===== src/rtl/core/lpw_pkg.sv =====
`default_nettype none

package lpw_pkg;

    localparam int NODE_W = 7;
    localparam int TABLE_DEPTH = 128;

    localparam logic FUNC_WRITE = 1'b0;
    localparam logic FUNC_QUERY = 1'b1;

    localparam logic STATUS_FOUND = 1'b0;
    localparam logic STATUS_FAULT = 1'b1;

    typedef struct packed {
        logic              func;
        logic [NODE_W-1:0] node;
        logic [NODE_W-1:0] other_node;
        logic              is_root;
    } req_item_t;

    typedef struct packed {
        logic [NODE_W-1:0] ancestor;
        logic              status;
    } rsp_item_t;

endpackage

`default_nettype wire


===== src/rtl/core/lpw_ram.sv =====
`default_nettype none

module lpw_ram #(
    parameter int WIDTH = 8,
    parameter int DEPTH = 128
) (
    input  wire logic                     clk,
    input  wire logic                     wr_en,
    input  wire logic [$clog2(DEPTH)-1:0] wr_addr,
    input  wire logic [WIDTH-1:0]         wr_data,
    input  wire logic                     rd_en,
    input  wire logic [$clog2(DEPTH)-1:0] rd_addr,
    output logic      [WIDTH-1:0]         rd_data
);

    logic [WIDTH-1:0] mem_reg [DEPTH];
    logic [WIDTH-1:0] rd_data_reg;

    always_ff @(posedge clk)
    begin
        if (wr_en)
        begin
            mem_reg[wr_addr] <= wr_data;
        end
        if (rd_en)
        begin
            rd_data_reg <= mem_reg[rd_addr];
        end
    end

    assign rd_data = rd_data_reg;

endmodule

`default_nettype wire


===== src/rtl/core/lpw_flag_bank.sv =====
`default_nettype none

module lpw_flag_bank #(
    parameter int DEPTH = 128
) (
    input  wire logic                     clk,
    input  wire logic                     rst_n,
    input  wire logic                     clr_all,
    input  wire logic                     wr_en,
    input  wire logic [$clog2(DEPTH)-1:0] wr_addr,
    input  wire logic                     wr_bit,
    input  wire logic [$clog2(DEPTH)-1:0] rd_addr,
    output logic                          rd_bit
);

    logic [DEPTH-1:0] bits_reg;
    logic [DEPTH-1:0] bits_next;

    always_comb
    begin
        bits_next = bits_reg;
        if (clr_all)
        begin
            bits_next = '0;
        end
        else if (wr_en)
        begin
            bits_next[wr_addr] = wr_bit;
        end
    end

    always_ff @(posedge clk or negedge rst_n)
    begin
        if (!rst_n)
        begin
            bits_reg <= '0;
        end
        else
        begin
            bits_reg <= bits_next;
        end
    end

    assign rd_bit = bits_reg[rd_addr];

endmodule

`default_nettype wire


===== src/rtl/core/lca_parent_table_walk_unit.sv =====
// order: a write takes effect at its transfer; a query walks from its first node to a root,
//   marking each node, then from its second node until it meets a marked node; it answers
//   with a fault, without a walk, when a query node is out of range
// flow: a query holds off new requests until its response is registered, writes do not;
//   each walk step is an evaluation state that issues a parent ram read, then a read state
// reset: root flags and ancestor marks clear at once, the parent table is not cleared
`default_nettype none

module lca_parent_table_walk_unit #(
    parameter int NODES = 128
) (
    input  wire logic               clk,
    input  wire logic               rst_n,
    input  wire logic               req_valid,
    output logic                    req_ready,
    input  wire lpw_pkg::req_item_t req,
    output logic                    rsp_valid,
    input  wire logic               rsp_ready,
    output lpw_pkg::rsp_item_t      rsp
);

    localparam int LIVE = (NODES < lpw_pkg::TABLE_DEPTH) ? NODES : lpw_pkg::TABLE_DEPTH;
    localparam int AW = $clog2(LIVE);
    localparam int CNT_W = $clog2(NODES + 1);
    localparam logic [lpw_pkg::NODE_W:0] LIVE_LIM = (lpw_pkg::NODE_W + 1)'(LIVE);
    localparam logic [CNT_W-1:0] STEP_LIM = CNT_W'(NODES);

    typedef enum logic [5:0] {
        ST_IDLE  = 6'b000001,
        ST_W1    = 6'b000010,
        ST_W1_RD = 6'b000100,
        ST_W2    = 6'b001000,
        ST_W2_RD = 6'b010000,
        ST_DONE  = 6'b100000
    } state_t;

    state_t                     state_reg, state_next;
    logic [lpw_pkg::NODE_W-1:0] cursor_reg, cursor_next;
    logic [lpw_pkg::NODE_W-1:0] second_reg, second_next;
    logic [CNT_W-1:0]           cnt_reg, cnt_next;
    lpw_pkg::rsp_item_t         res_reg, res_next;
    logic                       rsp_valid_reg, rsp_valid_next;
    lpw_pkg::rsp_item_t         rsp_reg, rsp_next;

    logic                       req_fire;
    logic                       wr_in_range;
    logic                       root_wr_en;
    logic                       mark_clr;
    logic                       mark_set;
    logic                       root_bit;
    logic                       mark_bit;
    logic                       ram_rd_en;
    logic [lpw_pkg::NODE_W-1:0] parent_rd;

    assign req_ready = (state_reg == ST_IDLE);
    assign req_fire = req_valid && req_ready;
    assign wr_in_range = ({1'b0, req.node} < LIVE_LIM);
    assign root_wr_en = req_fire && (req.func == lpw_pkg::FUNC_WRITE) && wr_in_range;
    assign mark_clr = req_fire && (req.func == lpw_pkg::FUNC_QUERY);
    assign mark_set = (state_reg == ST_W1) && (cnt_reg < STEP_LIM);
    assign ram_rd_en = (state_reg == ST_W1) || (state_reg == ST_W2);

    lpw_ram #(
        .WIDTH(lpw_pkg::NODE_W),
        .DEPTH(LIVE)
    ) u_parent_ram (
        .clk     (clk),
        .wr_en   (root_wr_en && !req.is_root),
        .wr_addr (req.node[AW-1:0]),
        .wr_data (req.other_node),
        .rd_en   (ram_rd_en),
        .rd_addr (cursor_reg[AW-1:0]),
        .rd_data (parent_rd)
    );

    lpw_flag_bank #(
        .DEPTH(LIVE)
    ) u_root_flags (
        .clk     (clk),
        .rst_n   (rst_n),
        .clr_all (1'b0),
        .wr_en   (root_wr_en),
        .wr_addr (req.node[AW-1:0]),
        .wr_bit  (req.is_root),
        .rd_addr (cursor_reg[AW-1:0]),
        .rd_bit  (root_bit)
    );

    lpw_flag_bank #(
        .DEPTH(LIVE)
    ) u_marks (
        .clk     (clk),
        .rst_n   (rst_n),
        .clr_all (mark_clr),
        .wr_en   (mark_set),
        .wr_addr (cursor_reg[AW-1:0]),
        .wr_bit  (1'b1),
        .rd_addr (cursor_reg[AW-1:0]),
        .rd_bit  (mark_bit)
    );

    always_comb
    begin
        state_next = state_reg;
        cursor_next = cursor_reg;
        second_next = second_reg;
        cnt_next = cnt_reg;
        res_next = res_reg;
        rsp_next = rsp_reg;
        rsp_valid_next = rsp_valid_reg && !rsp_ready;
        case (state_reg)
            ST_IDLE:
            begin
                if (req_fire && (req.func == lpw_pkg::FUNC_QUERY))
                begin
                    cursor_next = req.node;
                    second_next = req.other_node;
                    cnt_next = '0;
                    if (({1'b0, req.node} < LIVE_LIM) && ({1'b0, req.other_node} < LIVE_LIM))
                    begin
                        state_next = ST_W1;
                    end
                    else
                    begin
                        res_next = '{ancestor: '0, status: lpw_pkg::STATUS_FAULT};
                        state_next = ST_DONE;
                    end
                end
            end
            ST_W1:
            begin
                if (cnt_reg >= STEP_LIM)
                begin
                    res_next = '{ancestor: '0, status: lpw_pkg::STATUS_FAULT};
                    state_next = ST_DONE;
                end
                else
                begin
                    cnt_next = cnt_reg + 1'b1;
                    if (root_bit)
                    begin
                        cursor_next = second_reg;
                        cnt_next = '0;
                        state_next = ST_W2;
                    end
                    else
                    begin
                        state_next = ST_W1_RD;
                    end
                end
            end
            ST_W1_RD, ST_W2_RD:
            begin
                if ({1'b0, parent_rd} >= LIVE_LIM)
                begin
                    res_next = '{ancestor: '0, status: lpw_pkg::STATUS_FAULT};
                    state_next = ST_DONE;
                end
                else
                begin
                    cursor_next = parent_rd;
                    state_next = (state_reg == ST_W1_RD) ? ST_W1 : ST_W2;
                end
            end
            ST_W2:
            begin
                if (cnt_reg >= STEP_LIM)
                begin
                    res_next = '{ancestor: '0, status: lpw_pkg::STATUS_FAULT};
                    state_next = ST_DONE;
                end
                else
                begin
                    cnt_next = cnt_reg + 1'b1;
                    if (mark_bit)
                    begin
                        res_next = '{ancestor: cursor_reg, status: lpw_pkg::STATUS_FOUND};
                        state_next = ST_DONE;
                    end
                    else if (root_bit)
                    begin
                        res_next = '{ancestor: '0, status: lpw_pkg::STATUS_FAULT};
                        state_next = ST_DONE;
                    end
                    else
                    begin
                        state_next = ST_W2_RD;
                    end
                end
            end
            ST_DONE:
            begin
                if (!rsp_valid_reg || rsp_ready)
                begin
                    rsp_next = res_reg;
                    rsp_valid_next = 1'b1;
                    state_next = ST_IDLE;
                end
            end
            default:
            begin
                state_next = ST_IDLE;
            end
        endcase
    end

    always_ff @(posedge clk or negedge rst_n)
    begin
        if (!rst_n)
        begin
            state_reg <= ST_IDLE;
            cursor_reg <= '0;
            cnt_reg <= '0;
            rsp_valid_reg <= 1'b0;
        end
        else
        begin
            state_reg <= state_next;
            cursor_reg <= cursor_next;
            cnt_reg <= cnt_next;
            rsp_valid_reg <= rsp_valid_next;
        end
    end

    always_ff @(posedge clk)
    begin
        second_reg <= second_next;
        res_reg <= res_next;
        rsp_reg <= rsp_next;
    end

    assign rsp_valid = rsp_valid_reg;
    assign rsp = rsp_reg;

endmodule

`default_nettype wire


===== config.mk =====
export PLATFORM = sky130hd
export DESIGN_NAME = lca_parent_table_walk_unit
export DESIGN_NICKNAME = d
export VERILOG_FILES = /design/src/rtl/core/lpw_pkg.sv /design/src/rtl/core/lpw_ram.sv /design/src/rtl/core/lpw_flag_bank.sv /design/src/rtl/core/lca_parent_table_walk_unit.sv
export SDC_FILE = /design/constraint.sdc
export NUM_CORES = 1
export LEC_CHECK = 0
export CORE_AREA = 5 5 366 547
export CTS_CLUSTER_SIZE = 14
export DETAILED_ROUTE_END_ITERATION = 10
export DIE_AREA = 0 0 371 552
export DONT_BUFFER_PORTS = 1
export PLACE_DENSITY = 0.37
export REMOVE_ABC_BUFFERS = 1
export SYNTH_ARGS = -nofsm -noshare
export SYNTH_HDL_FRONTEND = slang
export SYNTH_SLANG_ARGS = --single-unit

===== constraint.sdc =====
create_clock -name clk -period 3.65 [get_ports clk]
set_input_delay 0.365 -clock clk [delete_from_list [all_inputs] [get_ports clk]]
set_output_delay 0.365 -clock clk [all_outputs]
set_load 0.1 [all_outputs]

==> out/qor.yml, run 1 <==
status: "complete, but fails checks"
violations: "hold timing"
clk_latency_ps: 750
max_slew_margin: 0.3407
fin_skew_ps: 37.99
cpMostUsedCell: "buf_4"
start_util: 0.2479
synthesis.area_sq_um: 48400
grt_pass1_wl_um: 257600
yosys_warnings: 0
routedWlPerCell_um: 29.46
arrival_ps: 4180
synth_area_per_cell_sq_um: 14.70
dieArea_sq_um: 204800
clkTransAtPathRegs_ps: 70
clock-root-buffer: "clkbuf_16"
holdWs_ps: -684.5
fin_crit_sh: 0.9820
nFillCells: 19670
p_leak_uw: 0.02023
required_ps: 4240
startpoint: "cursor_reg[2]"
cts_tree: "yes"
p_total_uw: 42000
crit_path_cell_trace: "buf_4 -> nor2_4 -> buf_4 -> a21oi_1 -> o21ai_0 -> a21oi_1 -> nor4_1 -> buf_4 -> o21ai_0 -> a31oi_1"
rr_startpoint: "cursor_reg[2]"
hpwlAfterDp_um: 117500
worst_pin_slew_ps: 985.4
synth_compound_area_frac: 0.1148
antenna_found_initial: 5
drc: 0
io_buffers: 0
areaGrowthSynthToFinish_pct: 20.07
setup_viol: 0
grt_pass1_vias: 31570
clkSinkCount: 1204
fp.dieW_um: 371
final_antenna_net_count: 0
path_max_fanout: 18
ys_types: 66
rsz0062_at_grt: "no"
critPathCaptureType: "flip-flop"
vdd_drop_max_uv: 405.0
synth-xor-area-share: 0.0009049
rows: 199
clock_path_buffers: 3
drt-total-wl_um: 184700
cp-start-kind: "flip-flop"
p_per_area_nw_per_um2: 722.8
via_per_inst: 4.872
drive_gt1_frac: 0.2275
hp-class: "primary input to async pin"
grt.overflow.total: 0
hold_violations: 278
drv_slew: 0
ctsHtreeMaxLevel: 3
synth-simple-area-share: 0.07076
slowest_delay_ps: 630
via_count: 30550
syn_inst: 3292
ys_seq_area_frac: 0.7183
synth_edf_count: 926
largest_register_ffs: 896
boundaryPins: 30
synth_fa_ha_area_frac: 0.0005171
drt_iter0_markers: 2552
die_y_um: 552
fmax_mhz: 279.0
grt_max_degree: 279
synth_ff_type: "edfxtp_1"
synthMuxAreaShare: 0.06978
async_flop_share: 0.2309
setup_tns_ps: 0
ys_ff_latch: 1204
place.gp.congestion: 0.7771
worst-setup-path-type: "flip-flop to flip-flop"
coreArea_sq_um: 195200
first_pass_iters: 7
cts_buffers: 120
grtUsageTotal: 0.1759
min_period_ps: 3584
max-cap-violations: 0
synth_top_family_by_area: "compound AO/OA/AOI/OAI gates"
cpMaxStageDelayCell: "dfrtp_4"
postCtsHoldBufs: 19
fin_nets: 3568
## per-stage QoR
stage / worst slack, ps / util / instances / cell area (sq um)
floorplan: -4676 / - / 3033 / 47230
finish: 65.87 / 0.2977 / 6269 / 58110
detailed placement: -29.93 / 0.2758 / 6016 / 53830
CTS: 30.29 / 0.2975 / 6264 / 58080
global placement: -5.315 / 0.2758 / 6016 / 53830
global route: 9.964 / 0.2977 / 6267 / 58100
## critical path, delay by kind of cell (launching register included)
| kind | cells | cell delay [ps] |
|---|---|---|
| flops | 1 | 630 |
| simple gates | 2 | 1080 |
| buf+inv | 3 | 850 |
| compound gates | 5 | 820 |
## synthesized netlist by cell type (4+ instances only)
library cell  instances  area [sq um]
a211oi_1              4         30.03
a21o_1               10         75.07
a21oi_1             187         935.9
a221o_1              13         130.1
a221oi_1            126          1104
a222oi_1             16         160.2
a22o_1               67         586.8
a22oi_1             211          1584
a31oi_1              44         275.3
and3_1               18         112.6
and3b_1               4         35.03
buf_1                28         105.1
buf_2                68         340.3
buf_4                10         75.07
buf_6                 9         101.4
clkbuf_1            144         540.5
dfrtp_1             277          6932
edfxtp_1            926         27810
inv_1                 8         30.03
mux2_2              180          2027
mux2i_1              37         370.4
mux4_2               43         968.4
nand2_1             128         480.5
nand2b_1              9         56.30
nand3_1              56         280.3
nand3b_1              7         52.55
nand4_1              34         212.7
nor2_1              427          1603
nor2b_1              11         68.82
nor3_1               24         120.1
nor3_4                4         65.06
nor4_1                7         43.79
o2111ai_1             6         52.55
o211ai_1             10         75.07
o21ai_0              46         230.2
o22ai_1               8         50.05
o31ai_1              10         75.07
o32ai_1               4         35.03
or2_2                11         68.82
or3_1                11         68.82
or4_1                 8         60.06
## area by class of cell
cell class                      count  area, sq um  share of cell area
Antenna cell                        3        7.507           0.0001292
Clock buffer                      159         3239             0.05575
Clock inverter                     70        668.1             0.01150
Inverter                           12        48.80           0.0008397
Multi-Input combinational cell   1817        12520              0.2154
Sequential cell                  1204        34780              0.5985
Tap cell                         2613         3269             0.05626
Timing Repair Buffer              391         3581             0.06162
## what timing repair did
item	CTS	global route
setup buffers	0	2
resized for setup	2	1
setup endpoints to repair	9	13
endpoints found under the hold margin	1318	278
pin swaps	0	1
## report_power, final
part | leakage [uW] | switching, uW | internal (uW)
sequential | 0.0121 | 291 | 15100
clock | 0.00189 | 5620 | 6960
combinational | 0.00619 | 9440 | 4580
## final timing paths
kind | slack [ps] | cells past startpoint | to
setup / recovery | 70 | 10 | u_parent_ram.rd_data[5]
hold / removal | -680 | 0 | u_marks.bits_reg[20]
setup reg to reg | 70 | 10 | u_parent_ram.rd_data[5]
hold reg to reg | 420 | 0 | rsp[6]
max in group asynchronous | 3790 | 0 | u_root_flags.bits_reg[109]
min in group clk | 30 | 1 | u_parent_ram.mem_reg[49][4]
## placed cells by master (no fill, tap or decap), types with 13 or more instances in the layout
| cell type | instances |
|---|---|
| a22oi_1 | 211 |
| mux4_2 | 43 |
| a21oi_1 | 187 |
| a22o_1 | 67 |
| nand3_1 | 56 |
| nor3_1 | 23 |
| buf_12 | 35 |
| clkinv_1 | 20 |
| clkbuf_1 | 30 |
| dfrtp_1 | 271 |
| a221o_1 | 13 |
| a221oi_1 | 126 |
| o21ai_0 | 46 |
| buf_4 | 336 |
| and3_1 | 17 |
| a222oi_1 | 16 |
| nand4_1 | 34 |
| mux2i_1 | 36 |
| mux2_2 | 180 |
| edfxtp_1 | 926 |
| clkbuf_16 | 120 |
| a31oi_1 | 44 |
| nand2_1 | 128 |
| clkinv_2 | 25 |
| nor2_1 | 425 |
## cell families (layout without fill, tap and decap cells)
logic type | Yosys count | count (layout)
buffers and inverters | 271 | 632
adder cells (fa/ha/maj) | 2 | 2
AO/OA/AOI/OAI | 780 | 780
flip-flops | 1204 | 1204
AND/OR/NAND/NOR | 769 | 769
other | 0 | 3
XOR/XNOR | 5 | 5
multiplexers | 261 | 261
## metal layers
metal	global-route usage	wire length [um]
met2	0.3291	99410
met1	0.2106	73010
met5	0	0
met4	0.05274	5560
met3	0.01941	6736
No activity file was read; power rests on OpenSTA's default activity.
==> inputs of run 2 (changes only) <==
--- a/config.mk
+++ b/config.mk
@@ -5,10 +5,12 @@
 export SDC_FILE = /design/constraint.sdc
 export NUM_CORES = 1
 export LEC_CHECK = 0
-export CORE_AREA = 5 5 366 547
+export ABC_AREA = 1
+export CAP_MARGIN = 20
+export CORE_AREA = 5 5 367 549
 export CTS_CLUSTER_SIZE = 14
 export DETAILED_ROUTE_END_ITERATION = 10
-export DIE_AREA = 0 0 371 552
+export DIE_AREA = 0 0 372 554
 export DONT_BUFFER_PORTS = 1
 export PLACE_DENSITY = 0.37
 export REMOVE_ABC_BUFFERS = 1
==> out/qor.yml, run 2 <==
status: "complete, but fails checks"
violations: "hold timing"
antenna_found_initial: 2  # -3
via_count: 33180  # +8.6%
hp-class: "primary input to async pin"
crit_path_cell_trace: "inv_4 -> nor2_4 -> buf_4 -> a22oi_1 -> nand3_1 -> o21ai_0 -> buf_4 -> nand4_1 -> a21oi_4 -> nand2_1"
yosys_warnings: 0  # unchanged
synth_edf_count: 926  # unchanged
drv_slew: 0  # unchanged
clkSinkCount: 1204  # unchanged
drc: 0  # unchanged
hpwlAfterDp_um: 115100  # -2.0%
p_leak_uw: 0.02199  # +8.7%
synthTopCellsByArea: "edfxtp_1 (57%), dfrtp_1 (14%), nand2_1 (11%)"
final_cell_count_no_fill: 7305  # +17%
setup_tns_ps: 0  # unchanged
required_ps: 4110  # -130 ps
post-synth-top-count-cell: "nand2_1"
cts_tree: "yes"
grt_pass1_wl_um: 260300  # +1.0%
rsz0062_at_grt: "no"
fin_skew_ps: 40.18  # +2.186 ps
ys_types: 40  # -39%
nFillCells: 20300  # +3.2%
routedWlPerCell_um: 25.09  # -15%
synth_area_per_cell_sq_um: 11.17  # -24%
largest_register_ffs: 896  # unchanged
fmax_mhz: 279.6  # +0.21%
placed_cells: 7064  # +17%
p_total_uw: 39460  # -6.1%
grt_max_degree: 279  # unchanged
synth_largest_area_cell: "edfxtp_1"
final_antenna_net_count: 0  # unchanged
worst-setup-path-type: "flip-flop to flip-flop"
arrival_ps: 4040  # -140 ps
max_slew_margin: 0.2735  # -0.06715
fin_ws_ps: 73.41  # +7.543 ps
grt_pass1_vias: 33840  # +7.2%
cp-start-kind: "flip-flop"
postCtsHoldBufs: 19  # unchanged
place.gp.congestion: 0.8012  # +3.1%
seqPwrFrac: 0.396  # +0.029
cts_setup_buffers: 0  # unchanged
vdd_drop_max_uv: 464.7  # +15%
syn_inst: 4363  # +33%
synth_top_area_share: 0.5707  # -0.003895
drive_gt1_frac: 0.1087  # -0.1187
rows: 199  # unchanged
via_per_inst: 4.542  # -6.8%
drt_iter0_markers: 2372  # -7.1%
cpMaxStageDelayCell: "dfrtp_4"
p_switching_uw: 14150  # -7.8%
drt-total-wl_um: 183300  # -0.77%
holdWs_ps: -657.2  # +27.27 ps
hold_violations: 278  # unchanged
clk_latency_ps: 740  # about the same
min_period_ps: 3577  # -7.543 ps
io_buffers: 0  # unchanged
switching_share: 0.3586  # -0.006711
ys_ff_latch: 1204  # unchanged
fp.dieW_um: 372  # +0.27%
final_common_cell: "nand2_1"
slowest_delay_ps: 620  # about the same
intPower_uw: 25310  # -5.1%
p_clk_frac: 0.318  # +0.019
max-cap-violations: 0  # unchanged
synthesis.area_sq_um: 48730  # +0.68%
clock_path_buffers: 3  # unchanged
setup_viol: 0  # unchanged
fin_nets: 4612  # +29%
grtUsageTotal: 0.1751  # -0.0007979
combPwrFrac: 0.286  # -0.048
ctsHtreeMaxLevel: 3  # unchanged
synth_common_cells: "nand2_1 (1386), edfxtp_1 (926), nor2_1 (352), inv_1 (326), a21oi_1 (279)"
async_flop_share: 0.2309  # unchanged
critPathCaptureType: "flip-flop"
areaGrowthSynthToFinish_pct: 18.91
p_per_area_nw_per_um2: 681.0  # -5.8%
coreArea_sq_um: 195700  # +0.26%
clkTransAtPathRegs_ps: 70  # about the same
cts_buffers: 118  # -1.7%
fin_crit_sh: 0.9799  # -0.002067
synth_ff_type: "edfxtp_1"
layout_common_cells: "nand2_1 (1384), edfxtp_1 (926), nor2_1 (335)"
worst_pin_slew_ps: 1086  # +100.4 ps
path_delay_family: "compound AO/OA/AOI/OAI gates"
place_ws_ps: -354.6  # -324.6 ps
path_buf_inv: 3  # unchanged
die_y_um: 554  # +0.36%
cpMostUsedCell: "buf_4"
boundaryPins: 30  # unchanged
start_util: 0.2490  # +0.001057
clock-root-buffer: "clkbuf_16"
dieArea_sq_um: 206100  # +0.63%
path_max_fanout: 32  # +14
grt.overflow.total: 0  # unchanged
ys_seq_area_frac: 0.7135  # -0.004870
first_pass_iters: 7  # unchanged
[run 2: cell count changes in the layout (fill, tap and decap cells not counted), sizes merged, moves of 76 or more]
cell / before / now
a21oi: 189 / 279
mux2: 181 / 0
a22oi: 211 / 90
a221oi: 126 / 25
nand2: 128 / 1389
o21ai: 46 / 122
inv: 13 / 333
buf: 380 / 298
[run 2: routing by layer]
| metal | vias up | part of all wire | GRT usage |
|---|---|---|---|
| met5 | - | 0 | 0 |
| met4 | 0 | 0.033 | 0.05521 |
| met3 | 216 | 0.028 | 0.01763 |
| met2 | 586 | 0.53 | 0.3232 |
| met1 | 17000 | 0.41 | 0.2129 |
| li1 | 15380 | - | - |
[run 2: logic make-up after synthesis]
group,count (synthesis),share of synthesized area
AOI/OAI and AO/OA,605,0.07519
xor gates and xnor gates,3,0.0005393
adders and majority gates,2,0.0005135
buffers and inverters,535,0.04417
DFF,1204,0.7135
and+or+nand+nor,2014,0.1661
[run 2: metrics by stage]
step	cell area [sq um]	util	hold slack [ps]
finish	57940	0.2961	-657.2
global route	57940	0.2961	-711.9
CTS	57940	0.2960	-715.0
detailed placement	53710	0.2745	101.1
global placement	53710	0.2745	101.1
floorplan	47830	-	69.41
[run 2: cell type report]
type                    instances  area [sq um]  share of cell area
diodes                          2         5.005          0.00008637
clock buffers                 153          3187             0.05500
clock inverters                67         685.7             0.01183
inverters                     334          1259             0.02172
multi-input cells            2624         11920              0.2057
flip-flops and latches       1204         34770              0.6001
well taps                    2613          3269             0.05642
repair buffers                308          2848             0.04915
[run 2: path summary, 6_finish.rpt]
check | from | slack (ps) | depth (start not counted) | to
setup / recovery | cursor_reg[0] | 70 | 10 | u_parent_ram.rd_data[6]
hold / removal | rst_n | -660 | 0 | u_root_flags.bits_reg[64]
setup reg to reg | cursor_reg[0] | 70 | 10 | u_parent_ram.rd_data[6]
hold reg to reg | res_reg[3] | 420 | 0 | rsp[3]
max in group asynchronous | rst_n | 3550 | 0 | u_marks.bits_reg[43]
min in group clk | req[2] | 40 | 1 | u_parent_ram.mem_reg[13][1]
[run 2: worst reg2reg max path, stage by stage (launching register included)]
cell	delay [ps]
dfrtp_4	620
inv_4	360
nor2_4	120
buf_4	300
a22oi_1	390
nand3_1	100
o21ai_0	380
buf_4	200
nand4_1	300
a21oi_4	430
nand2_1	100
[run 2: power by group through the flow]
| stage | clock network [uW] | registers [uW] | logic [uW] |
|---|---|---|---|
| CTS | 12900 | 15600 | 11600 |
| global placement | 0 | 15900 | 11300 |
| global route | 13400 | 15700 | 12100 |
| detailed placement | 0 | 15900 | 11200 |
| floorplan | 0 | 16000 | 5210 |
| finish | 12500 | 15600 | 11300 |
[run 2: timing repair]
| item | CTS | global route |
|---|---|---|
| endpoints found under the hold margin | 1280 | 278 |
| resized for setup | 2 | 0 |
| endpoints found under the setup margin | 1 | 0 |
